**config.mk**
```make
export PLATFORM = sky130hd
export DESIGN_NAME = tmrq_front
export DESIGN_NICKNAME = d
export VERILOG_FILES = /design/src/tmrq_pkg.sv /design/src/tmrq_front.sv
export SDC_FILE = /design/constraint.sdc
export NUM_CORES = 1
export LEC_CHECK = 0
export BUFFER_PORTS_ARGS = -buffer_cell sky130_fd_sc_hd__buf_2
export CAP_MARGIN = 20
export CORE_AREA = 4 4 273 275
export CTS_CLUSTER_SIZE = 30
export DETAILED_ROUTE_END_ITERATION = 16
export DIE_AREA = 0 0 277 279
export HOLD_SLACK_MARGIN = 0.02
export PLACE_DENSITY = 0.6
export SETUP_SLACK_MARGIN = 0.4
export SLEW_MARGIN = 20
export SYNTH_ARGS = -nofsm -noshare
export SYNTH_HDL_FRONTEND = slang
export SYNTH_SLANG_ARGS = --single-unit
```
**constraint.sdc**
```tcl
create_clock -name clk -period 8.3 [get_ports clk]
set_clock_uncertainty 0.1 [all_clocks]
set_input_delay 0.415 -clock clk [delete_from_list [all_inputs] [get_ports clk]]
set_output_delay 0.415 -clock clk [all_outputs]
set_load 0.02 [all_outputs]
```
**src/tmrq_pkg.sv**
```systemverilog
// package for the timed memory with response queue
// holds transaction structs, op and result codes, state types and the time compare
// no dependencies
package tmrq_pkg;

	localparam logic [2:0] OP_TICK  = 3'd0;
	localparam logic [2:0] OP_READ  = 3'd1;
	localparam logic [2:0] OP_WRITE = 3'd2;
	localparam logic [2:0] OP_SWAP  = 3'd3;
	localparam logic [2:0] OP_CSWAP = 3'd4;

	localparam logic [2:0] KIND_ACCEPTED = 3'd0;
	localparam logic [2:0] KIND_REFUSED  = 3'd1;
	localparam logic [2:0] KIND_RANGE    = 3'd2;
	localparam logic [2:0] KIND_RETRY    = 3'd3;
	localparam logic [2:0] KIND_RESPONSE = 3'd4;
	localparam logic [2:0] KIND_FULL     = 3'd5;

	localparam int CFG_IDX_W = 2;
	localparam logic [CFG_IDX_W-1:0] CFG_LATENCY        = 2'd0;
	localparam logic [CFG_IDX_W-1:0] CFG_TICKS_PER_BYTE = 2'd1;
	localparam logic [CFG_IDX_W-1:0] CFG_RANGE_BASE     = 2'd2;
	localparam logic [CFG_IDX_W-1:0] CFG_RANGE_BYTES    = 2'd3;

	// command queue between front and back, power of two
	localparam int FIFO_DEPTH = 2;

	typedef struct packed {
		logic [2:0]  op;
		logic [31:0] address;
		logic [3:0]  size;
		logic [63:0] wdata;
		logic [7:0]  byte_enable;
		logic        masked;
		logic        needs_response;
		logic [63:0] compare_value;
		logic [15:0] receive_delay;
		logic        resp_accept;
	} req_t;

	typedef struct packed {
		logic [2:0]  kind;
		logic [31:0] rsp_address;
		logic [63:0] rsp_data;
		logic        last;
	} rsp_t;

	typedef struct packed {
		logic [2:0]  op;
		logic [31:0] off;
		logic [3:0]  size;
		logic [63:0] wdata;
		logic [7:0]  be;
		logic        masked;
		logic        needs_response;
		logic [63:0] cmp;
		logic [31:0] ready;
		logic [31:0] addr;
	} cmd_t;

	typedef struct packed {
		logic        clearing;
		logic        idle;
		logic [31:0] head_ready;
		logic [31:0] head_addr;
		logic [63:0] head_data;
	} bk_stat_t;

	typedef enum logic [1:0] {F_IDLE, F_EVAL, F_POP} front_state_t;

	typedef enum logic [2:0] {B_CLEAR, B_IDLE, B_READ, B_DECIDE, B_WRITE, B_INSERT}
		back_state_t;

	// wrap-aware a <= b
	function automatic logic time_le(logic [31:0] a, logic [31:0] b);
		logic [31:0] d;
		d = b - a;
		return !d[31];
	endfunction

endpackage

```
**src/tmrq_front.sv**
```systemverilog
// front end: takes transactions, keeps time, busy and retry state, classifies requests
// and drives the result port; depends on tmrq_pkg
module tmrq_front #(
	parameter int MEM_BYTES        = 65536,
	parameter int QUEUE_DEPTH      = 16,
	parameter int MAX_ACCESS_BYTES = 8
) (
	input  logic                             clk,
	input  logic                             arst_n,
	input  logic                             start,
	input  tmrq_pkg::req_t                   req,
	output logic                             busy,
	output logic                             done,
	output tmrq_pkg::rsp_t                   rsp,
	input  logic                             cfg_we,
	input  logic [tmrq_pkg::CFG_IDX_W-1:0]   cfg_index,
	input  logic [31:0]                      cfg_wdata,
	input  logic                             fifo_full,
	input  logic                             fifo_empty,
	output logic                             push,
	output tmrq_pkg::cmd_t                   cmd,
	output logic                             rsp_pop,
	input  tmrq_pkg::bk_stat_t               stat
);

	localparam int QCW = $clog2(QUEUE_DEPTH + 1);
	localparam logic [32:0] MEM_LIM = 33'(MEM_BYTES);

	tmrq_pkg::front_state_t st_q, st_d;
	tmrq_pkg::req_t item_q;
	logic [31:0] now_q, busy_until_q, base_q;
	logic        blk_busy_q, retry_q;
	logic [QCW-1:0] qc_q;
	logic [15:0] lat_q;
	logic [7:0]  tpb_q;
	logic [16:0] rbytes_q;
	logic        done_q;
	tmrq_pkg::rsp_t rsp_q;

	logic accept;
	logic [31:0] now_n, off, busy_until_n;
	logic [32:0] end_off, limit;
	logic [11:0] dur;
	logic expire, give_retry, do_pop, bad, qfull, tick_wait;
	logic res_v, adv, clr_busy, set_busy, set_retry, qc_inc, qc_dec;
	tmrq_pkg::rsp_t res;

	assign busy   = (st_q != tmrq_pkg::F_IDLE) || fifo_full || stat.clearing;
	assign accept = start && !busy;
	assign done   = done_q;
	assign rsp    = rsp_q;

	assign now_n        = now_q + 32'd1;
	assign off          = item_q.address - base_q;
	assign end_off      = {1'b0, off} + 33'(item_q.size);
	assign limit        = (33'(rbytes_q) < MEM_LIM) ? 33'(rbytes_q) : MEM_LIM;
	assign dur          = 12'(item_q.size) * 12'(tpb_q);
	assign busy_until_n = now_q + 32'(dur);
	assign expire       = blk_busy_q && tmrq_pkg::time_le(busy_until_q, now_n);
	assign give_retry   = expire && retry_q;
	assign do_pop       = (qc_q != '0) && item_q.resp_accept
		&& tmrq_pkg::time_le(stat.head_ready, now_n);
	assign bad = (item_q.size == 4'd0) || (item_q.size > 4'(MAX_ACCESS_BYTES))
		|| (item_q.address < base_q) || (end_off > limit);
	assign qfull = item_q.needs_response && (qc_q >= QCW'(QUEUE_DEPTH));
	// a tick looks at the queue head, so the back must have settled
	assign tick_wait = !(fifo_empty && stat.idle);

	always_comb begin
		cmd.op             = item_q.op;
		cmd.off            = off;
		cmd.size           = item_q.size;
		cmd.wdata          = item_q.wdata;
		cmd.be             = item_q.byte_enable;
		cmd.masked         = item_q.masked;
		cmd.needs_response = item_q.needs_response;
		cmd.cmp            = item_q.compare_value;
		cmd.ready          = now_q + 32'(item_q.receive_delay) + 32'(lat_q);
		cmd.addr           = item_q.address;
	end

	always_comb begin
		st_d      = st_q;
		res_v     = 1'b0;
		res       = '0;
		adv       = 1'b0;
		clr_busy  = 1'b0;
		set_busy  = 1'b0;
		set_retry = 1'b0;
		push      = 1'b0;
		rsp_pop   = 1'b0;
		qc_inc    = 1'b0;
		qc_dec    = 1'b0;
		unique case (st_q)
			tmrq_pkg::F_IDLE: begin
				if (accept) begin
					st_d = tmrq_pkg::F_EVAL;
				end
			end
			tmrq_pkg::F_EVAL: begin
				if (item_q.op == tmrq_pkg::OP_TICK) begin
					if (!tick_wait) begin
						st_d     = tmrq_pkg::F_IDLE;
						adv      = 1'b1;
						clr_busy = expire;
						if (give_retry) begin
							res_v     = 1'b1;
							res.kind  = tmrq_pkg::KIND_RETRY;
							res.last  = !do_pop;
							if (do_pop) begin
								st_d = tmrq_pkg::F_POP;
							end
						end else if (do_pop) begin
							res_v           = 1'b1;
							res.kind        = tmrq_pkg::KIND_RESPONSE;
							res.rsp_address = stat.head_addr;
							res.rsp_data    = stat.head_data;
							res.last        = 1'b1;
							rsp_pop         = 1'b1;
							qc_dec          = 1'b1;
						end
					end
				end else if (item_q.op > tmrq_pkg::OP_CSWAP) begin
					st_d = tmrq_pkg::F_IDLE;
				end else begin
					st_d            = tmrq_pkg::F_IDLE;
					res_v           = 1'b1;
					res.rsp_address = item_q.address;
					res.last        = 1'b1;
					priority if (retry_q) begin
						res.kind = tmrq_pkg::KIND_REFUSED;
					end else if (blk_busy_q) begin
						res.kind  = tmrq_pkg::KIND_REFUSED;
						set_retry = 1'b1;
					end else if (bad) begin
						res.kind = tmrq_pkg::KIND_RANGE;
					end else if (qfull) begin
						res.kind = tmrq_pkg::KIND_FULL;
					end else begin
						res.kind = tmrq_pkg::KIND_ACCEPTED;
						push     = 1'b1;
						qc_inc   = item_q.needs_response;
						set_busy = (dur != 12'd0);
					end
				end
			end
			tmrq_pkg::F_POP: begin
				st_d            = tmrq_pkg::F_IDLE;
				res_v           = 1'b1;
				res.kind        = tmrq_pkg::KIND_RESPONSE;
				res.rsp_address = stat.head_addr;
				res.rsp_data    = stat.head_data;
				res.last        = 1'b1;
				rsp_pop         = 1'b1;
				qc_dec          = 1'b1;
			end
			default: begin
				st_d = tmrq_pkg::F_IDLE;
			end
		endcase
	end

	always_ff @(posedge clk or negedge arst_n) begin
		if (!arst_n) begin
			st_q         <= tmrq_pkg::F_IDLE;
			now_q        <= '0;
			blk_busy_q   <= 1'b0;
			busy_until_q <= '0;
			retry_q      <= 1'b0;
			qc_q         <= '0;
			lat_q        <= 16'd30;
			tpb_q        <= '0;
			base_q       <= '0;
			rbytes_q     <= 17'h10000;
			done_q       <= 1'b0;
			rsp_q        <= '0;
		end else begin
			st_q   <= st_d;
			done_q <= res_v;
			rsp_q  <= res;
			if (adv) begin
				now_q <= now_n;
			end
			if (clr_busy) begin
				blk_busy_q <= 1'b0;
				retry_q    <= 1'b0;
			end
			if (set_busy) begin
				blk_busy_q   <= 1'b1;
				busy_until_q <= busy_until_n;
			end
			if (set_retry) begin
				retry_q <= 1'b1;
			end
			if (qc_inc) begin
				qc_q <= qc_q + 1'b1;
			end else if (qc_dec) begin
				qc_q <= qc_q - 1'b1;
			end
			if (cfg_we) begin
				unique case (cfg_index)
					tmrq_pkg::CFG_LATENCY:        lat_q    <= cfg_wdata[15:0];
					tmrq_pkg::CFG_TICKS_PER_BYTE: tpb_q    <= cfg_wdata[7:0];
					tmrq_pkg::CFG_RANGE_BASE:     base_q   <= cfg_wdata;
					tmrq_pkg::CFG_RANGE_BYTES:    rbytes_q <= cfg_wdata[16:0];
					default: ;
				endcase
			end
		end
	end

	always_ff @(posedge clk) begin
		if (accept) begin
			item_q <= req;
		end
	end

endmodule

```
==> flow_summary.toml <==
[outcome]
status = "finished, final reports clean"

[floorplan]
start_util_pct = 34.5
rows = 99
die_y_um = 279
die_area_mm2 = 0.0773
io_pins = 709
core-area_mm2 = 0.0723
die_w_um = 277

[clock_tree]
ctsResizeCount = 0
clk_pin_slew_ps = 70
cts_tree = "built"
root_buffer = "clkbuf_16"
cts_inserted_buffers = 52
cts_sinks = 441
cts_buffer_depth = 3
h-tree-depth = 2
clk-insertion-delay-late_ps = 610

[finish]
mostFrequentLayoutCells = "buf_2, dlygate4sd3_1, dfrtp_1, edfxtp_1, ha_1"
layout_commonest_cell = "buf_2"
syn_to_final_growth_pct = 32.9
fin_util_pct = 45.9
final_cells = 4076
drive_gt1_share_pct = 29.7
design_area_mm2 = 0.0332
final_nets = 3626

[grt]
grt_first_pass_wirelength_um = 121000
grt_use_total_pct = 20.1
grt_pass1_vias = 20400
grt_max_degree = 156
grt.overflow.total = 0
antenna_found_initial = 18

[critical_path]
worstReg2RegStart = "cmd[0]"
critPathLaunchType = "flop"
r2r_cells = 26
r2r-end = "qc_q[4]"
crit_path_max_fanout = 7
crit_arrival_ps = 7450
cp-end-kind = "flop"
worstSetupStartpoint = "cmd[0]"
rrSetupSlack_ps = 1270
worstPathRequired_ps = 8720
endpoint = "qc_q[4]"
crit_slowest_cell = "or4b_4"
criticalPathCategory = "reg -> reg"
slowest_delay_ps = 520

[detailed_routing]
ant_nets = 0
wl_met2_um = 39400
vias_per_cell = 4.76
wl_per_cell_um = 19.5
vias = 19400
top_layer = "met5"
dr.pass1.iters = 5
wl_um = 79500
drcViolationCount = 0
wl_met3_um = 6040
drtIter0Drc = 1078
drt-met1-wl_um = 31600

[yosys]
synthArstFlopShare_pct = 56.0
synth_ff_type = "dfrtp_1"
yosysWarningCount = 0
syn_inst = 2224
ys_types = 84
synth_area_per_cell_um2 = 11.2
synth-edff-count = 194
netlist_area_mm2 = 0.0250
synth_nets = 2788
yosysSeqAreaShare_pct = 48.1
synth_seq_cells = 441

[placement]
dpl.cell_count = 3657
gp_congestion = 0.890
post_dp_cell_area_mm2 = 0.0283
port_buffers = 708
place_hpwl_um = 60300

[timing]
drv_slew = 0
setup_viol = 0
relSlewSlack_pct = 28.2
finalHoldViolCount = 0
finalCritPeriodShare_pct = 84.7
period_needed_ps = 7030
max_freq_mhz = 142
finalSetupTns_ps = 0
rsz0062_at_grt = "no"
worst_pin_slew_ps = 1080

[pwr]
power.density_mw_per_mm2 = 221
clkPwrFrac_pct = 33.1
p_int_mw = 4.87
peakVddDrop_mv = 0.178
switching_share_pct = 33.6
comb_power_share_pct = 32.5
pwr-share-seq_pct = 34.4
power.switching_mw = 2.47
leakage_nw = 15.7
total_power_mw = 7.35

[job]
drv_cap = 0

[worst_hold_path]
hold_path.class = "in -> reg"
==> layout make-up <==
class                           count  area, um^2
Tap cell                          959        1200
Inverter                          161         612
Timing Repair Buffer             1034        6800
Multi-Input combinational cell   1372       10700
Antenna cell                       11        27.5
Clock inverter                     29         440
Clock buffer                       69        1380
Sequential cell                   441       12000
Fill cell                        6738       39100
==> metrics by stage <==
step | hold WS, ps | worst slack, ps
global route | 38.2 | 714
global placement | 377 | 1460
floorplan | 19.4 | 2020
finish | 42.0 | 1270
detailed placement | 389 | 1260
CTS | 33.5 | 1200
==> per-layer routing <==
layer  global-route usage, %  vias to the layer above
met3                    6.15                      140
met4                    6.06                       10
li1                        -                     9304
met2                    35.3                      622
met5                       0                        -
met1                    23.7                     9321
==> critical path, delay by kind of cell, from the launching register on <==
| family | cells | cell delay, ps |
|---|---|---|
| compound gates | 10 | 2020 |
| flops | 1 | 380 |
| simple gates | 10 | 2830 |
| fa+ha+maj | 4 | 1420 |
| xor+xnor | 1 | 140 |
| buf+inv | 1 | 60 |
==> kinds of logic after synthesis <==
logic type               synth area share, %
AND/OR/NAND/NOR                         11.7
adder cells (fa/ha/maj)                 11.0
multiplexers                            4.93
AO/OA/AOI/OAI                           9.38
flip-flops                              48.1
buffers and inverters                   9.06
XOR/XNOR                                5.85
==> synth_stat cells (all sizes together), types with 9 or more instances <==
cell type / n / area, um^2
a211oi: 13 / 108
a21o: 46 / 345
a21oi: 83 / 419
a22o: 32 / 280
a31oi: 10 / 62.6
and2: 89 / 557
and3: 15 / 93.8
and4: 12 / 105
buf: 196 / 1460
clkbuf: 54 / 203
dfrtp: 242 / 6060
edfxtp: 194 / 5830
fa: 33 / 661
ha: 167 / 2090
inv: 161 / 604
mux2: 81 / 912
mux2i: 32 / 320
nand2: 143 / 537
nand2b: 14 / 87.6
nand3: 42 / 210
nand4: 45 / 282
nor2: 95 / 357
nor2b: 18 / 113
nor3: 34 / 175
o21a: 17 / 128
o21ai: 56 / 280
o21bai: 10 / 75.1
or2: 10 / 62.6
or3: 9 / 56.3
xnor2: 99 / 875
xor2: 67 / 587
==> worst min path at each step <==
stage                                from               to  slack, ps  depth (start not counted)
after floorplan                    arst_n        base_q[0]         20                          0
after global placement    busy_until_q[9]  busy_until_q[9]        380                          1
after detailed placement  busy_until_q[9]  busy_until_q[9]        390                          1
after CTS                   cfg_wdata[11]        lat_q[11]         30                          2
after global routing        cfg_wdata[15]     rbytes_q[15]         40                          2
final                       cfg_wdata[11]        lat_q[11]         40                          2
==> state kept, by name, summed over array words and instances, names as in the netlist <==
name and cells:
item_q 17, qc_q 5, busy_until_q 32, cmd 177, rsp 100, rbytes_q 17
tpb_q 8, base_q 32, now_q 32, st_q 2, blk_busy_q 1, lat_q 16
done 1, retry_q 1
==> power by group through the flow <==
stage          registers, mW  clock network [mW]  logic, mW
4_1_cts                 2.53                2.51       2.40
5_1_grt                 2.54                2.61       2.65
2_1_floorplan           2.56                   0       1.59
3_3_place_gp            2.56                   0       2.26
6_report                2.52                2.43       2.39
3_5_place_dp            2.57                   0       2.27
==> timing repair <==
action                                 in CTS  in global routing
hold buffers                              310                  0
setup buffers                               0                  0
endpoints found under the hold margin     404                  0
Note: power is estimated with default switching activity, not from simulation.
