File: src/tmrq_pkg.sv
// package for the timed memory with response queue
// holds transaction structs, op and result codes, state types and the time compare
// no dependencies
package tmrq_pkg;

	localparam logic [2:0] OP_TICK  = 3'd0;
	localparam logic [2:0] OP_READ  = 3'd1;
	localparam logic [2:0] OP_WRITE = 3'd2;
	localparam logic [2:0] OP_SWAP  = 3'd3;
	localparam logic [2:0] OP_CSWAP = 3'd4;

	localparam logic [2:0] KIND_ACCEPTED = 3'd0;
	localparam logic [2:0] KIND_REFUSED  = 3'd1;
	localparam logic [2:0] KIND_RANGE    = 3'd2;
	localparam logic [2:0] KIND_RETRY    = 3'd3;
	localparam logic [2:0] KIND_RESPONSE = 3'd4;
	localparam logic [2:0] KIND_FULL     = 3'd5;

	localparam int CFG_IDX_W = 2;
	localparam logic [CFG_IDX_W-1:0] CFG_LATENCY        = 2'd0;
	localparam logic [CFG_IDX_W-1:0] CFG_TICKS_PER_BYTE = 2'd1;
	localparam logic [CFG_IDX_W-1:0] CFG_RANGE_BASE     = 2'd2;
	localparam logic [CFG_IDX_W-1:0] CFG_RANGE_BYTES    = 2'd3;

	// command queue between front and back, power of two
	localparam int FIFO_DEPTH = 2;

	typedef struct packed {
		logic [2:0]  op;
		logic [31:0] address;
		logic [3:0]  size;
		logic [63:0] wdata;
		logic [7:0]  byte_enable;
		logic        masked;
		logic        needs_response;
		logic [63:0] compare_value;
		logic [15:0] receive_delay;
		logic        resp_accept;
	} req_t;

	typedef struct packed {
		logic [2:0]  kind;
		logic [31:0] rsp_address;
		logic [63:0] rsp_data;
		logic        last;
	} rsp_t;

	typedef struct packed {
		logic [2:0]  op;
		logic [31:0] off;
		logic [3:0]  size;
		logic [63:0] wdata;
		logic [7:0]  be;
		logic        masked;
		logic        needs_response;
		logic [63:0] cmp;
		logic [31:0] ready;
		logic [31:0] addr;
	} cmd_t;

	typedef struct packed {
		logic        clearing;
		logic        idle;
		logic [31:0] head_ready;
		logic [31:0] head_addr;
		logic [63:0] head_data;
	} bk_stat_t;

	typedef enum logic [1:0] {F_IDLE, F_EVAL, F_POP} front_state_t;

	typedef enum logic [2:0] {B_CLEAR, B_IDLE, B_READ, B_DECIDE, B_WRITE, B_INSERT}
		back_state_t;

	// wrap-aware a <= b
	function automatic logic time_le(logic [31:0] a, logic [31:0] b);
		logic [31:0] d;
		d = b - a;
		return !d[31];
	endfunction

endpackage

File: src/tmrq_fifo.sv
// short command queue between the front and the back
// depends on tmrq_pkg
module tmrq_fifo (
	input  logic          clk,
	input  logic          arst_n,
	input  logic          push,
	input  tmrq_pkg::cmd_t din,
	input  logic          pop,
	output tmrq_pkg::cmd_t dout,
	output logic          empty,
	output logic          full
);

	localparam int PW = $clog2(tmrq_pkg::FIFO_DEPTH);
	localparam int CW = $clog2(tmrq_pkg::FIFO_DEPTH + 1);

	tmrq_pkg::cmd_t ent_q [tmrq_pkg::FIFO_DEPTH];
	logic [PW-1:0] wp_q, rp_q;
	logic [CW-1:0] cnt_q;

	assign empty = (cnt_q == '0);
	assign full  = (cnt_q == CW'(tmrq_pkg::FIFO_DEPTH));
	assign dout  = ent_q[rp_q];

	always_ff @(posedge clk or negedge arst_n) begin
		if (!arst_n) begin
			wp_q  <= '0;
			rp_q  <= '0;
			cnt_q <= '0;
		end else begin
			if (push) begin
				wp_q <= wp_q + 1'b1;
			end
			if (pop) begin
				rp_q <= rp_q + 1'b1;
			end
			if (push && !pop) begin
				cnt_q <= cnt_q + 1'b1;
			end else if (pop && !push) begin
				cnt_q <= cnt_q - 1'b1;
			end
		end
	end

	always_ff @(posedge clk) begin
		if (push) begin
			ent_q[wp_q] <= din;
		end
	end

endmodule

File: config.mk
export PLATFORM = sky130hd
export DESIGN_NAME = tmrq_fifo
export DESIGN_NICKNAME = d
export VERILOG_FILES = /design/src/tmrq_pkg.sv /design/src/tmrq_fifo.sv
export SDC_FILE = /design/constraint.sdc
export NUM_CORES = 1
export LEC_CHECK = 0
export ABC_CLOCK_PERIOD_IN_PS = 14650
export BUFFER_PORTS_ARGS = -buffer_cell sky130_fd_sc_hd__buf_4
export CAP_MARGIN = 30
export CORE_ASPECT_RATIO = 1.5
export CORE_MARGIN = 5
export CORE_UTILIZATION = 53
export DETAILED_ROUTE_END_ITERATION = 8
export GPL_TIMING_DRIVEN = 0
export MAX_ROUTING_LAYER = met4
export PLACE_DENSITY = 0.84
export SYNTH_ARGS = -nofsm -noshare
export SYNTH_HDL_FRONTEND = slang
export SYNTH_SLANG_ARGS = --single-unit
File: constraint.sdc
create_clock -name clk -period 14.65 [get_ports clk]
set_clock_uncertainty 0.05 [all_clocks]
set_input_delay 0 -clock clk [delete_from_list [all_inputs] [get_ports clk]]
set_output_delay 0 -clock clk [all_outputs]
set_load 0.05 [all_outputs]
==> metrics.yaml, run 1 <==
grt_util_all_layers_pct: 27.5
crit_slowest_cell: "dfrtp_1"
cp_common_cell: "buf_6"
syn_nets: 1012
crit-reg2reg-capture: "ent_q[0][157]"
cap_violations: 0
ys_types: 13
fmax_mhz: 475
synth_seq_cells: 486
gp_congestion: 0.817
reg2reg_from: "wp_q"
vias_per_cell: 5.26
leakagePower_nw: 10.7
hold_violations: 0
tritoncts: "done"
postRouteAntennaNets: 0
final_util_pct: 78.4
rows: 83
placed_cell_area_mm2: 0.0228
arrival_ns: 2.06
rsz0062_at_grt: "no"
start_util_pct: 53.6
die_w_um: 162
slew_viol_final: 0
m1WireLength_um: 17500
route.detailed.drc: 0
pin_count: 488
dr_wl_met2_um: 29000
syn-instance-count: 766
power.total_mw: 5.83
routedWlPerCell_um: 26.0
r2r_cells: 4
clock_latency_ns: 0.54
start_kind: "flip-flop"
n_fill_cell: 1640
period_share_pct: 14.4
met3_length_um: 3210
grt_pass1_vias: 12100
layout_commonest_cell: "buf_4"
vias: 10700
cp_max_fo: 10
design_area_mm2: 0.0268
holdPathEnd: "ent_q[1][185]"
seq_area_frac_synth_pct: 79.6
drtIter0Drc: 741
dpl.hpwl_um: 31600
ir_drop_mv: 0.212
clkSinkCount: 486
max_stage_delay_ns: 0.35
ys_warn_count: 0
final_cell_mix: "487 x buf_4, 482 x edfxtp_1, 245 x dlygate4sd3_1"
ctsHtreeMaxLevel: 2
drt_pass1_iterations: 7
grt_pass1_wl_um: 76300
worstHoldStart: "din[185]"
postCtsResizedCells: 0
syn-cell-area_mm2: 0.0183
power_density_mw_per_mm2: 218
critical_path_required_ns: 14.60
overflow: 0
dr.max_layer_used: "met4"
setup_viol: 0
syn_to_final_growth_pct: 46.2
critPathKind: "flip-flop to output pin"
grt_max_degree: 66
status: "finished clean"
portBuffers: 487
dieArea_mm2: 0.0385
coreArea_mm2: 0.0342
period_minus_slack_ns: 2.11
crit_path_end_kind: "output pin"
hold_path_class: "input pin to flip-flop"
antenna_found_initial: 7
syn_avg_cell_area_um2: 23.9
min_path_cells: 2
cts_root_buf: "clkbuf_16"
worst_pin_slew_ns: 0.534
die_height_um: 238
cp_cell_sequence: "buf_6 > buf_6 > buf_6 > mux2_4 > buf_4"
nNetsFinal: 1803
finalWirelength_um: 52700
maxSlewHeadroom_pct: 64.4
clkTransAtPathRegs_ns: 0.07
r2r_slack_ns: 12.55
clock_path_buffers: 3
numCtsBuffers: 44
drive_gt1_share_pct: 52.7
-- report_power, final --
| part | internal, mW | leakage [nW] | switching [mW] |
|---|---|---|---|
| logic | 0.978 | 5.42 | 1.73 |
| registers | 1.84 | 4.57 | 0.0826 |
| clock network | 0.692 | 0.737 | 0.509 |
| total | 3.51 | 10.7 | 2.32 |
-- state kept, by name, summed over array words and instances (netlist names) --
signal / count
ent_q: 482
cnt_q: 2
rp_q: 1
wp_q: 1
-- through the flow --
stage | setup TNS, ns | hold slack [ns] | setup WS [ns] | instances
finish | 0 | 0.131 | 12.54 | 2023
global route | 0 | 0.116 | 12.48 | 2023
CTS | 0 | 0.102 | 12.53 | 2016
detailed placement | 0 | -0.248 | 12.61 | 1691
global placement | -651.01 | -0.249 | -2.73 | 1678
floorplan | 0 | -0.346 | 2.70 | 766
-- how the worst max path moves through the flow --
stage,to,slack [ns],startpoint,cells after the start
6_report,dout[128],12.54,rp_q,5
5_1_grt,dout[126],12.48,rp_q,5
4_1_cts,dout[126],12.53,rp_q,5
3_5_place_dp,ent_q[0][152],12.61,wp_q,4
3_3_place_gp,ent_q[0][83],-2.73,wp_q,1
2_1_floorplan,ent_q[0][0],2.70,wp_q,1
-- cell type report --
class | count | area [µm²] | area share [%]
flip-flops and latches | 486 | 14600 | 54.4
inverters | 1 | 3.75 | 0.0140
multi-input cells | 252 | 3480 | 13.0
well taps | 425 | 532 | 1.99
diodes | 7 | 17.5 | 0.0654
repair buffers | 745 | 6420 | 24.0
clock inverters | 24 | 275 | 1.03
clock buffers | 56 | 1210 | 4.51
plain buffers | 27 | 267 | 0.995
-- timing repair --
action	CTS	global route
hold endpoints to repair	500	0
hold buffers	245	0
buffers inserted	0	0
-- metal layers --
layer,track usage [%],up-vias
met2,48.9,512
met1,28.5,5333
li1,-,4648
met4,14.3,0
met5,-,-
met3,5.86,157
-- cells in the mapped netlist --
master	n	area, µm²
dfrtp_1	4	100
buf_6	21	236
nor2b_1	2	12.5
mux2_4	180	2700
xnor2_1	1	8.76
mux2_2	61	687
xor2_1	4	35.0
buf_2	6	30.0
edfxtp_1	482	14500
inv_1	1	3.75
nor2_1	2	7.51
ha_1	1	12.5
and2_1	1	6.26
-- logic make-up (layout without fill, tap and decap cells) --
group                      Yosys count  after routing  synth area share (%)
adders and majority gates            1              1                0.0683
DFF                                486            486                  79.6
and+or+nand+nor                      5              5                 0.143
muxes                              241            241                  18.5
xor gates and xnor gates             5              5                 0.239
buffers and inverters               28            853                  1.48
other                                0              7                     0
-- critical path, delay by kind of cell, from the launching register on --
kind                   cells  cell delay (ns)
flip-flops                 1             0.35
multiplexers               1             0.35
buffers and inverters      4             0.79
Power figures use the tool's default switching activity.
==> run 2: changes to the inputs <==
==> config.mk (replaced) <==
export PLATFORM = sky130hd
export DESIGN_NAME = tmrq_fifo
export DESIGN_NICKNAME = d
export VERILOG_FILES = /design/src/tmrq_pkg.sv /design/src/tmrq_fifo.sv
export SDC_FILE = /design/constraint.sdc
export NUM_CORES = 1
export LEC_CHECK = 0
export ABC_AREA = 1
export ABC_CLOCK_PERIOD_IN_PS = 1900
export BUFFER_PORTS_ARGS = -buffer_cell sky130_fd_sc_hd__buf_4
export CAP_MARGIN = 30
export CORE_ASPECT_RATIO = 1.5
export CORE_MARGIN = 5
export CORE_UTILIZATION = 47
export DETAILED_ROUTE_END_ITERATION = 8
export GPL_TIMING_DRIVEN = 0
export MAX_ROUTING_LAYER = met4
export PLACE_DENSITY = 0.79
export SYNTH_ARGS = -nofsm -noshare
export SYNTH_HDL_FRONTEND = slang
export SYNTH_SLANG_ARGS = --single-unit
==> constraint.sdc (replaced) <==
create_clock -name clk -period 1.9 [get_ports clk]
set_clock_uncertainty 0.05 [all_clocks]
set_input_delay 0 -clock clk [delete_from_list [all_inputs] [get_ports clk]]
set_output_delay 0 -clock clk [all_outputs]
set_load 0.05 [all_outputs]
==> run 2 against run 1 <==
The run now ends with setup timing left. Count of clock-buffer cells in the layout down 7. Highest routed layer unchanged. Sequential share of layout area is 1.0 points lower. Critical endpoint is now dout[231]. Die area is 12% higher. Setup slack lost 13 ns. Total power grew to 7.8 times the previous value. Register-to-register slack worse by 12 ns.
==> metrics.yaml, run 2 <==
slew_viol_final: 0
grt_pass1_vias: 11700
ys_warn_count: 0
pin_count: 488
synth-edff-count: 482
drtIter0Drc: 721
overflow: 0
drive_gt1_share_pct: 52.5
ctsHtreeMaxLevel: 2
portBuffers: 487
yosys_most_used_dff: "edfxtp_1"
maxSlewHeadroom_pct: 55.4
clkSinkCount: 486
vias: 10500
hold_path_class: "input pin to flip-flop"
final_cell_mix: "482 x edfxtp_1, 432 x buf_4, 245 x dlygate4sd3_1"
setup_viol: 239
postRouteAntennaNets: 0
routedWlPerCell_um: 23.5
n_fill_cell: 2221
async_reset_ff_share_pct: 0.823
arrival_ns: 1.97
leakagePower_nw: 10.9
syn_to_final_growth_pct: 48.9
syn-instance-count: 775
post-place-cells: 1771
worst_pin_slew_ns: 0.665
yosysMostFrequentCell: "edfxtp_1"
clock_latency_ns: 0.54
ir_drop_mv: 1.25
gp_congestion: 0.791
cts_root_buf: "clkbuf_16"
cap_violations: 0
numCtsBuffers: 44
crit_path_end_kind: "output pin"
dpl.hpwl_um: 30900
vias_per_cell: 4.97
seq_area_frac_synth_pct: 79.5
layout_commonest_cell: "edfxtp_1"
critPathKind: "flip-flop to output pin"
power_density_mw_per_mm2: 1660
grt_pass1_wl_um: 69500
start_util_pct: 47.6
worst_slack_ns: -0.117
largest_reg_flops: 482
drt_pass1_iterations: 5
finalWirelength_um: 49500
reg.largest.list: "ent_q (482), cnt_q (2)"
grt_util_all_layers_pct: 22.1
tritoncts: "done"
final_util_pct: 70.9
syn_avg_cell_area_um2: 23.7
period_share_pct: 106
synth_area_leaders: "edfxtp_1 79%, mux2_4 15%, mux2_2 3.7%"
critical_path_required_ns: 1.85
violations: "setup timing"
coreArea_mm2: 0.0385
design_area_mm2: 0.0273
ys_types: 14
nNetsFinal: 1820
antenna_found_initial: 4
synth_seq_cells: 486
regMostFlops: "ent_q"
netlist.area_leader.share_pct: 78.9
clkTransAtPathRegs_ns: 0.07
grt_max_degree: 64
clock_path_buffers: 3
route.detailed.drc: 0
syn_nets: 1021
hold_violations: 0
start_kind: "flip-flop"
die_height_um: 252
rows: 88
period_minus_slack_ns: 2.02
cp_max_fo: 10
placed_cell_area_mm2: 0.0229
fmax_mhz: 496
stdcell_count: 2105
syn-cell-area_mm2: 0.0183
status: "finished, violations left"
yosysTopAreaCell: "edfxtp_1"
dieArea_mm2: 0.0431
dp_slack_ns: -0.476
rsz0062_at_grt: "yes"
die_w_um: 171
synth.top_cells.by_count: "482 x edfxtp_1, 180 x mux2_4, 61 x mux2_2"
==> run 2: cell type report <==
class | count | area [µm²] | area share [%]
diodes | 4 | 10.0 | 0.0367
plain buffers | 27 | 488 | 1.79
clock buffers | 49 | 1140 | 4.18
clock inverters | 29 | 251 | 0.921
inverters | 7 | 30.0 | 0.110
multi-input cells | 255 | 3480 | 12.7
flip-flops and latches | 486 | 14600 | 53.4
well taps | 495 | 619 | 2.27
repair buffers | 752 | 6710 | 24.6
repair inverters | 1 | 5.00 | 0.0183
==> run 2: per-layer routing <==
metal / global-route usage, % / share of wire [%] / vias to the layer above / routed length (µm)
met5: - / 0 / - / 0
met1: 22.1 / 32 / 5199 / 15800
met4: 10.1 / 4.9 / 0 / 2440
met2: 40.8 / 57 / 458 / 28000
met3: 4.50 / 6.5 / 128 / 3230
li1: - / - / 4685 / -
==> run 2: timing repair <==
item                       4_1_cts  5_1_grt
gates resized for setup         14      100
setup endpoints to repair      559      271
pin swaps                        1        0
buffers inserted                 4        1
cloned                           1        2
hold endpoints to repair       511        0
hold buffers                   245        0
==> run 2: cell families after synthesis <==
logic type | Yosys count | synth area share, %
flops | 486 | 79.5
xor+xnor | 3 | 0.143
fa+ha+maj | 1 | 0.0682
simple gates | 10 | 0.225
mux | 241 | 18.5
buf+inv | 34 | 1.60
==> run 2: per-stage QoR <==
step	power, mW	hold slack, ns	TNS [ns]
2_1_floorplan	29.4	-0.346	-1255.65
3_3_place_gp	32.5	-0.254	-2173.05
3_5_place_dp	35.0	-0.249	-69.61
4_1_cts	44.2	0.0974	-34.75
5_1_grt	46.7	0.116	-36.53
6_report	45.3	0.129	-19.03
==> run 2: path summary, 6_finish.rpt <==
path	slack (ns)	from	endpoint	cells after the start
max	-0.12	rp_q	dout[231]	4
min	0.13	din[195]	ent_q[0][195]	2
max reg2reg	0.07	wp_q	ent_q[0][203]	4
min reg2reg	0.49	cnt_q[1]	cnt_q[1]	2
max in group asynchronous	1.31	arst_n	rp_q	3
min in group asynchronous	0.32	arst_n	cnt_q[0]	3
==> run 2: report_power, final <==
group	internal, mW	switching (mW)	total [mW]	leakage (nW)
clock network	4.88	3.82	8.70	0.681
registers	14.2	0.568	14.8	4.57
logic	8.47	13.4	21.9	5.64
==> run 2: critical path, cell delays in order (launching register included) <==
cell     delay, ns
dfrtp_1       0.38
buf_12        0.17
buf_2         0.29
mux2_2        0.38
buf_4         0.19
